## src/rtl/core/dhc_pkg.sv

```systemverilog
`default_nettype none

package dhc_pkg;

  // Ratio fraction bits; the divider has one stage per quotient bit.
  localparam int unsigned FRAC_BITS = 16;

  localparam int unsigned DIST_W = 32;
  localparam int unsigned CH_W   = 8;

  // Quotient holds 0..ONE, so one bit above the fraction.
  localparam int unsigned QW     = FRAC_BITS + 1;
  localparam int unsigned REM_W  = DIST_W + 1;
  localparam int unsigned NSTEP  = QW;
  localparam int unsigned T3_W   = QW + 2;
  localparam int unsigned MIX_W  = CH_W + QW;

  localparam logic [DIST_W-1:0] THRESH_RESET = DIST_W'(10000);

  localparam logic [QW-1:0]    RATIO_ONE = QW'(1) << FRAC_BITS;
  localparam logic [MIX_W-1:0] MIX_HALF  = MIX_W'(1) << (FRAC_BITS - 1);

  localparam int unsigned N_CH = 3;
  localparam int unsigned CH_R = 0;
  localparam int unsigned CH_G = 1;
  localparam int unsigned CH_B = 2;

  typedef logic [1:0] seg_t;

  localparam seg_t SEG_BLUE_CYAN  = 2'd0;
  localparam seg_t SEG_CYAN_YEL   = 2'd1;
  localparam seg_t SEG_YEL_RED    = 2'd2;

  // Ramp stops: blue, cyan, yellow, red.
  localparam logic [CH_W-1:0] STOP_COLOR [4][N_CH] = '{
    '{8'd30,  8'd105, 8'd255},
    '{8'd20,  8'd220, 8'd210},
    '{8'd255, 8'd205, 8'd35},
    '{8'd255, 8'd55,  8'd40}
  };

endpackage

`default_nettype wire

```

## src/rtl/core/distance_heat_colormap_unit.sv

```systemverilog
// Path: input register, divider stages, segment, product and output registers.
// Throughput: one item per cycle; the 17-stage restoring divider, one
// quotient bit per stage, sets the depth. All stages hold while the output
// waits. Reset clears all valid bits and loads thr_q with 10000.
`default_nettype none

module distance_heat_colormap_unit (
  input  wire                          clk_i,
  input  wire                          rst_ni,
  input  wire                          cfg_we_i,
  input  wire [dhc_pkg::DIST_W-1:0]    cfg_wdata_i,
  input  wire                          in_valid_i,
  output logic                         in_ready_o,
  input  wire signed [dhc_pkg::DIST_W-1:0] distance_um_i,
  input  wire                          distance_invalid_i,
  output logic                         out_valid_o,
  input  wire                          out_ready_i,
  output logic [dhc_pkg::CH_W-1:0]     red_level_o,
  output logic [dhc_pkg::CH_W-1:0]     green_level_o,
  output logic [dhc_pkg::CH_W-1:0]     blue_level_o
);
  import dhc_pkg::*;

  logic [DIST_W-1:0] thr_q;
  logic              en;

  // Divider pipeline: index 0 is the input register.
  logic [NSTEP:0]     vld_q;
  logic [NSTEP:0]     red_q;
  logic [NSTEP:0]     zm_q;
  logic [NSTEP:0]     nz_q;
  logic [REM_W-1:0]   rem_q [NSTEP+1];
  logic [QW-1:0]      quo_q [NSTEP+1];

  logic [DIST_W-1:0]  dist_raw;
  logic [DIST_W-1:0]  dist_clamp;

  // Segment stage.
  logic               seg_vld_q;
  seg_t               seg_q;
  logic [QW-1:0]      amt_q;
  logic [QW-1:0]      ratio;
  logic [T3_W-1:0]    t3;
  seg_t               seg_d;
  logic [QW-1:0]      amt_d;

  // Product stage.
  logic               prd_vld_q;
  logic [MIX_W-1:0]   pa_q [N_CH];
  logic [MIX_W-1:0]   pb_q [N_CH];
  logic [QW-1:0]      amt_inv;
  seg_t               seg_nxt;

  // Output stage.
  logic               out_vld_q;
  logic [CH_W-1:0]    lvl_q [N_CH];
  logic [MIX_W-1:0]   mix_sum [N_CH];

  assign en         = ~out_vld_q | out_ready_i;
  assign in_ready_o = en;

  always_ff @(posedge clk_i or negedge rst_ni) begin
    if (!rst_ni) begin
      thr_q <= THRESH_RESET;
    end else if (cfg_we_i) begin
      thr_q <= cfg_wdata_i;
    end
  end

  assign dist_raw   = distance_um_i;
  assign dist_clamp = (dist_raw < thr_q) ? dist_raw : thr_q;

  always_ff @(posedge clk_i or negedge rst_ni) begin
    if (!rst_ni) begin
      vld_q[0] <= 1'b0;
    end else if (en) begin
      vld_q[0] <= in_valid_i;
    end
  end

  always_ff @(posedge clk_i) begin
    if (en) begin
      red_q[0] <= distance_invalid_i | distance_um_i[DIST_W-1];
      zm_q[0]  <= (thr_q == '0);
      nz_q[0]  <= (dist_raw != '0);
      rem_q[0] <= {1'b0, dist_clamp};
      quo_q[0] <= '0;
    end
  end

  for (genvar k = 0; k < NSTEP; k++) begin : g_div
    logic [REM_W-1:0] trial;
    logic [REM_W-1:0] diff;
    logic             take;

    // First step tests the integer bit; later steps shift in a zero.
    if (k == 0) begin : g_first
      assign trial = rem_q[k];
    end else begin : g_next
      assign trial = {rem_q[k][REM_W-2:0], 1'b0};
    end

    assign take = (trial >= {1'b0, thr_q});
    assign diff = trial - {1'b0, thr_q};

    always_ff @(posedge clk_i or negedge rst_ni) begin
      if (!rst_ni) begin
        vld_q[k+1] <= 1'b0;
      end else if (en) begin
        vld_q[k+1] <= vld_q[k];
      end
    end

    always_ff @(posedge clk_i) begin
      if (en) begin
        red_q[k+1] <= red_q[k];
        zm_q[k+1]  <= zm_q[k];
        nz_q[k+1]  <= nz_q[k];
        rem_q[k+1] <= take ? diff : trial;
        quo_q[k+1] <= {quo_q[k][QW-2:0], take};
      end
    end
  end

  // Zero threshold: exact-match mode overrides the divider.
  assign ratio = zm_q[NSTEP] ? (nz_q[NSTEP] ? RATIO_ONE : '0) : quo_q[NSTEP];
  assign t3    = {2'b00, ratio} + {1'b0, ratio, 1'b0};

  always_comb begin
    if (red_q[NSTEP]) begin
      // Full amount on the last segment lands exactly on red.
      seg_d = SEG_YEL_RED;
      amt_d = RATIO_ONE;
    end else if (t3 <= T3_W'(RATIO_ONE)) begin
      seg_d = SEG_BLUE_CYAN;
      amt_d = t3[QW-1:0];
    end else if (t3 <= (T3_W'(RATIO_ONE) << 1)) begin
      seg_d = SEG_CYAN_YEL;
      amt_d = QW'(t3 - T3_W'(RATIO_ONE));
    end else begin
      seg_d = SEG_YEL_RED;
      amt_d = QW'(t3 - (T3_W'(RATIO_ONE) << 1));
    end
  end

  always_ff @(posedge clk_i or negedge rst_ni) begin
    if (!rst_ni) begin
      seg_vld_q <= 1'b0;
      prd_vld_q <= 1'b0;
      out_vld_q <= 1'b0;
    end else if (en) begin
      seg_vld_q <= vld_q[NSTEP];
      prd_vld_q <= seg_vld_q;
      out_vld_q <= prd_vld_q;
    end
  end

  always_ff @(posedge clk_i) begin
    if (en) begin
      seg_q <= seg_d;
      amt_q <= amt_d;
    end
  end

  assign amt_inv = RATIO_ONE - amt_q;
  assign seg_nxt = seg_q + 2'd1;

  for (genvar c = 0; c < N_CH; c++) begin : g_ch
    always_ff @(posedge clk_i) begin
      if (en) begin
        pa_q[c] <= MIX_W'(STOP_COLOR[seg_q][c]) * MIX_W'(amt_inv);
        pb_q[c] <= MIX_W'(STOP_COLOR[seg_nxt][c]) * MIX_W'(amt_q);
      end
    end

    // Round half up, then drop the fraction.
    assign mix_sum[c] = pa_q[c] + pb_q[c] + MIX_HALF;

    always_ff @(posedge clk_i) begin
      if (en) begin
        lvl_q[c] <= mix_sum[c][FRAC_BITS +: CH_W];
      end
    end
  end

  assign out_valid_o   = out_vld_q;
  assign red_level_o   = lvl_q[CH_R];
  assign green_level_o = lvl_q[CH_G];
  assign blue_level_o  = lvl_q[CH_B];

endmodule

`default_nettype wire

```

## config.mk

```make
export PLATFORM = sky130hd
export DESIGN_NAME = distance_heat_colormap_unit
export DESIGN_NICKNAME = d
export VERILOG_FILES = /design/src/rtl/core/dhc_pkg.sv /design/src/rtl/core/distance_heat_colormap_unit.sv
export SDC_FILE = /design/constraint.sdc
export NUM_CORES = 2
export LEC_CHECK = 0
export ABC_AREA = 0
export BUFFER_PORTS_ARGS = -buffer_cell sky130_fd_sc_hd__buf_2
export CAP_MARGIN = 10
export CORE_MARGIN = 8
export CORE_UTILIZATION = 30
export DETAILED_ROUTE_END_ITERATION = 10
export SYNTH_ARGS = -nofsm -noshare
export SYNTH_HDL_FRONTEND = slang
export SYNTH_SLANG_ARGS = --single-unit
```

## constraint.sdc

```tcl
create_clock -name clk_i -period 25 [get_ports clk_i]
set_input_delay 2.5 -clock clk_i [delete_from_list [all_inputs] [get_ports clk_i]]
set_output_delay 2.5 -clock clk_i [all_outputs]
set_load 0.005 [all_outputs]
```

==> reports/qor.csv <==
metric,value,unit
type of origin of the critical path,flip-flop,
Yosys cell types,98,
Place WS,16420,ps
PnR worst setup slack,16960,ps
hold slack,405,ps
Crit path arrival time,8500,ps
die width,559,um
Clock Skews,91.1,ps
IO Pins,96,
gr ovfl total,0,
Slew @ Worst Pin,1240,ps
Max-Cap Viols,0,
DR vias,65338,
number of global-route vias before repair,65897,
CTS tree,done,
Setup crit start,amt_q[1]$_SDFFCE_PP0P_,
maximum clock rate,0.124,GHz
setup repair bufs after CTS,0,
"most common cell after layout, fill and taps aside",ha_1,
Worst-path clk slew,60,ps
Area Growth Syn to Fin,10.5,%
dpl cell area,0.0939,sq mm
Num CTS Buffers,117,
Synth Register Bits,991,
first-pass GRT wire length,385,mm
period utilization,32.2,%
layout cells sized above 1,8.44,%
sequential-to-total area share from yosys stat,33.3,%
WL/cell,19.5,um
hold path start,quo_q[12][1]$_DFFE_PP_,
die height,559,um
Final Hold Viols,0,
area of the core,0.294,sq mm
post-synth top area share,31.8,%
number of synthesized flops with an enable pin,938,
routability congestion estimate,0.896,
Nets,10384,
CTS Root Cell,clkbuf_16,
crit path time final,8040,ps
hpwl dp,190,mm
Die Area,0.313,sq mm
most frequent cells in the layout,"ha_1, edfxtp_1, inv_1",
HP Class,reg2reg,
unrepaired setup endpoints after global routing,no,
"Warnings, synthesis",0,
outcome,completed,
Worst-Skew Late Latency,800,ps
Sink Count,991,
1st-iter DRT viols,4361,
Critical Setup Path Class,reg2reg,
row count,199,
Slew HR,17.2,%
synthesized area,0.0885,sq mm
Async SR Flop Fraction,5.35,%
post-route setup TNS,0,ps
DR vias/cell,5.11,
post-CTS sizing,0,
"top cells by area, synth","edfxtp_1, ha_1, fa_1, xnor2_1, inv_1",
worst r2r src,amt_q[1]$_SDFFCE_PP0P_,
finished layout cell area,0.0979,sq mm
Mean Syn Cell Area,10.2,sq um
CP Capture Type,flip-flop,
Post-Syn Nets,10269,
initial antenna violation count,7,
Tot GR Track Use,15.5,%
post-route DRC violation count,0,
Initial Util,30.1,%
"Slew Viols, Final",0,
WL final,250,mm
Cells after Synth,8664,
final setup vio count,0,
top_reg_cell synth,edfxtp_1,
Critical Path RT,25460,ps
hold bufs inserted after CTS,0,
CP Max Fanout,13,
I/O Buffers,95,
leading area contributor after synthesis,edfxtp_1,
CTS H-tree lvls,3,
Clock Path Buffers,3,
largest net degree at the start of global routing,177,
drt pass-1 iters,9,
Detail Route Antenna Nets,0,
logic make-up after synthesis:
family | synth area share [%]
fa+ha+maj | 26.2
xor+xnor | 5.98
mux | 3.81
flops | 33.3
compound gates | 14.2
buf+inv | 4.92
simple gates | 11.6
final cells by class:
type | instances | area, sq um
well taps | 3919 | 4900
fillers | 29743 | 196000
inverters | 940 | 3540
clock inverters | 70 | 870
diodes | 2 | 5.00
flip-flops and latches | 991 | 29500
multi-input cells | 6540 | 54700
repair buffers | 189 | 1210
clock buffers | 147 | 3110
state kept, by name, summed over array words and instances (netlist names), 17 cells and up:
name and cells:
amt_q 17, lvl_q 24, nz_q 18, pa_q 72, pb_q 72, quo_q 153, red_q 18, rem_q 544
thr_q 32, vld_q 18, zm_q 18
routing by layer:
metal	up-vias	GRT usage (%)	wire [um]
met5	-	0	0
met4	0	5.18	9280
met3	435	1.85	11500
met2	1693	25.9	116000
met1	32206	20.8	114000
li1	31004	-	-
metrics by stage:
step           cells  utilization, %
4_1_cts        12796            33.3
5_1_grt        12798            33.3
3_5_place_dp   12579            31.9
3_3_place_gp   12579            31.9
6_report       12798            33.3
2_1_floorplan   8664               -
synth_stat cells, drive strengths merged, types with 21 or more instances:
cell and instances:
nand4 77, dfrtp 48, nand2b 187, o21bai 80, and3 62, a21boi 27
ha 1009, o31ai 28, nor3 112, mux2 283, edfxtp 938, o31a 21
nand3 134, and2 94, xor2 191, or3 38, o21ai 463, a211oi 60
clkbuf 146, nor4 44, a21o 288, a21oi 600, o21a 117, buf 47
nor2b 139, nor2 527, fa 526, or2 37, inv 935, xnor2 413
o211ai 36, a31oi 55, nand2 605
final timing paths:
kind                                           to  slack (ps)  cells past startpoint
max                         pa_q[0][48]$_DFFE_PP_       16960                     23
max in group asynchronous    thr_q[0]$_DFFE_PN0P_       22600                      2
max reg2reg                 pa_q[0][48]$_DFFE_PP_       16960                     23
min in group asynchronous   thr_q[17]$_DFFE_PN0P_        1850                      2
min reg2reg                quo_q[13][2]$_DFFE_PP_         400                      0
min                        quo_q[13][2]$_DFFE_PP_         400                      0
worst max-delay path: stages (launching register included):
cell and delay (ps):
edfxtp_1 620, inv_1 250, ha_1 220, nand2_1 90, or3_1 360, nand2b_1 210
xor2_1 880, clkinv_1 710, nor2_1 410, inv_1 140, fa_1 490, inv_1 60
fa_1 490, fa_1 500, inv_1 60, fa_1 480, inv_1 40, ha_1 300
or2_2 320, a31oi_1 400, o211ai_1 210, a31o_2 260, a21oi_1 160, xor2_1 80
Power is left out: the tool's default activity adds up to more than one toggle a clock period on the data nets, which glitch-free logic cannot reach.
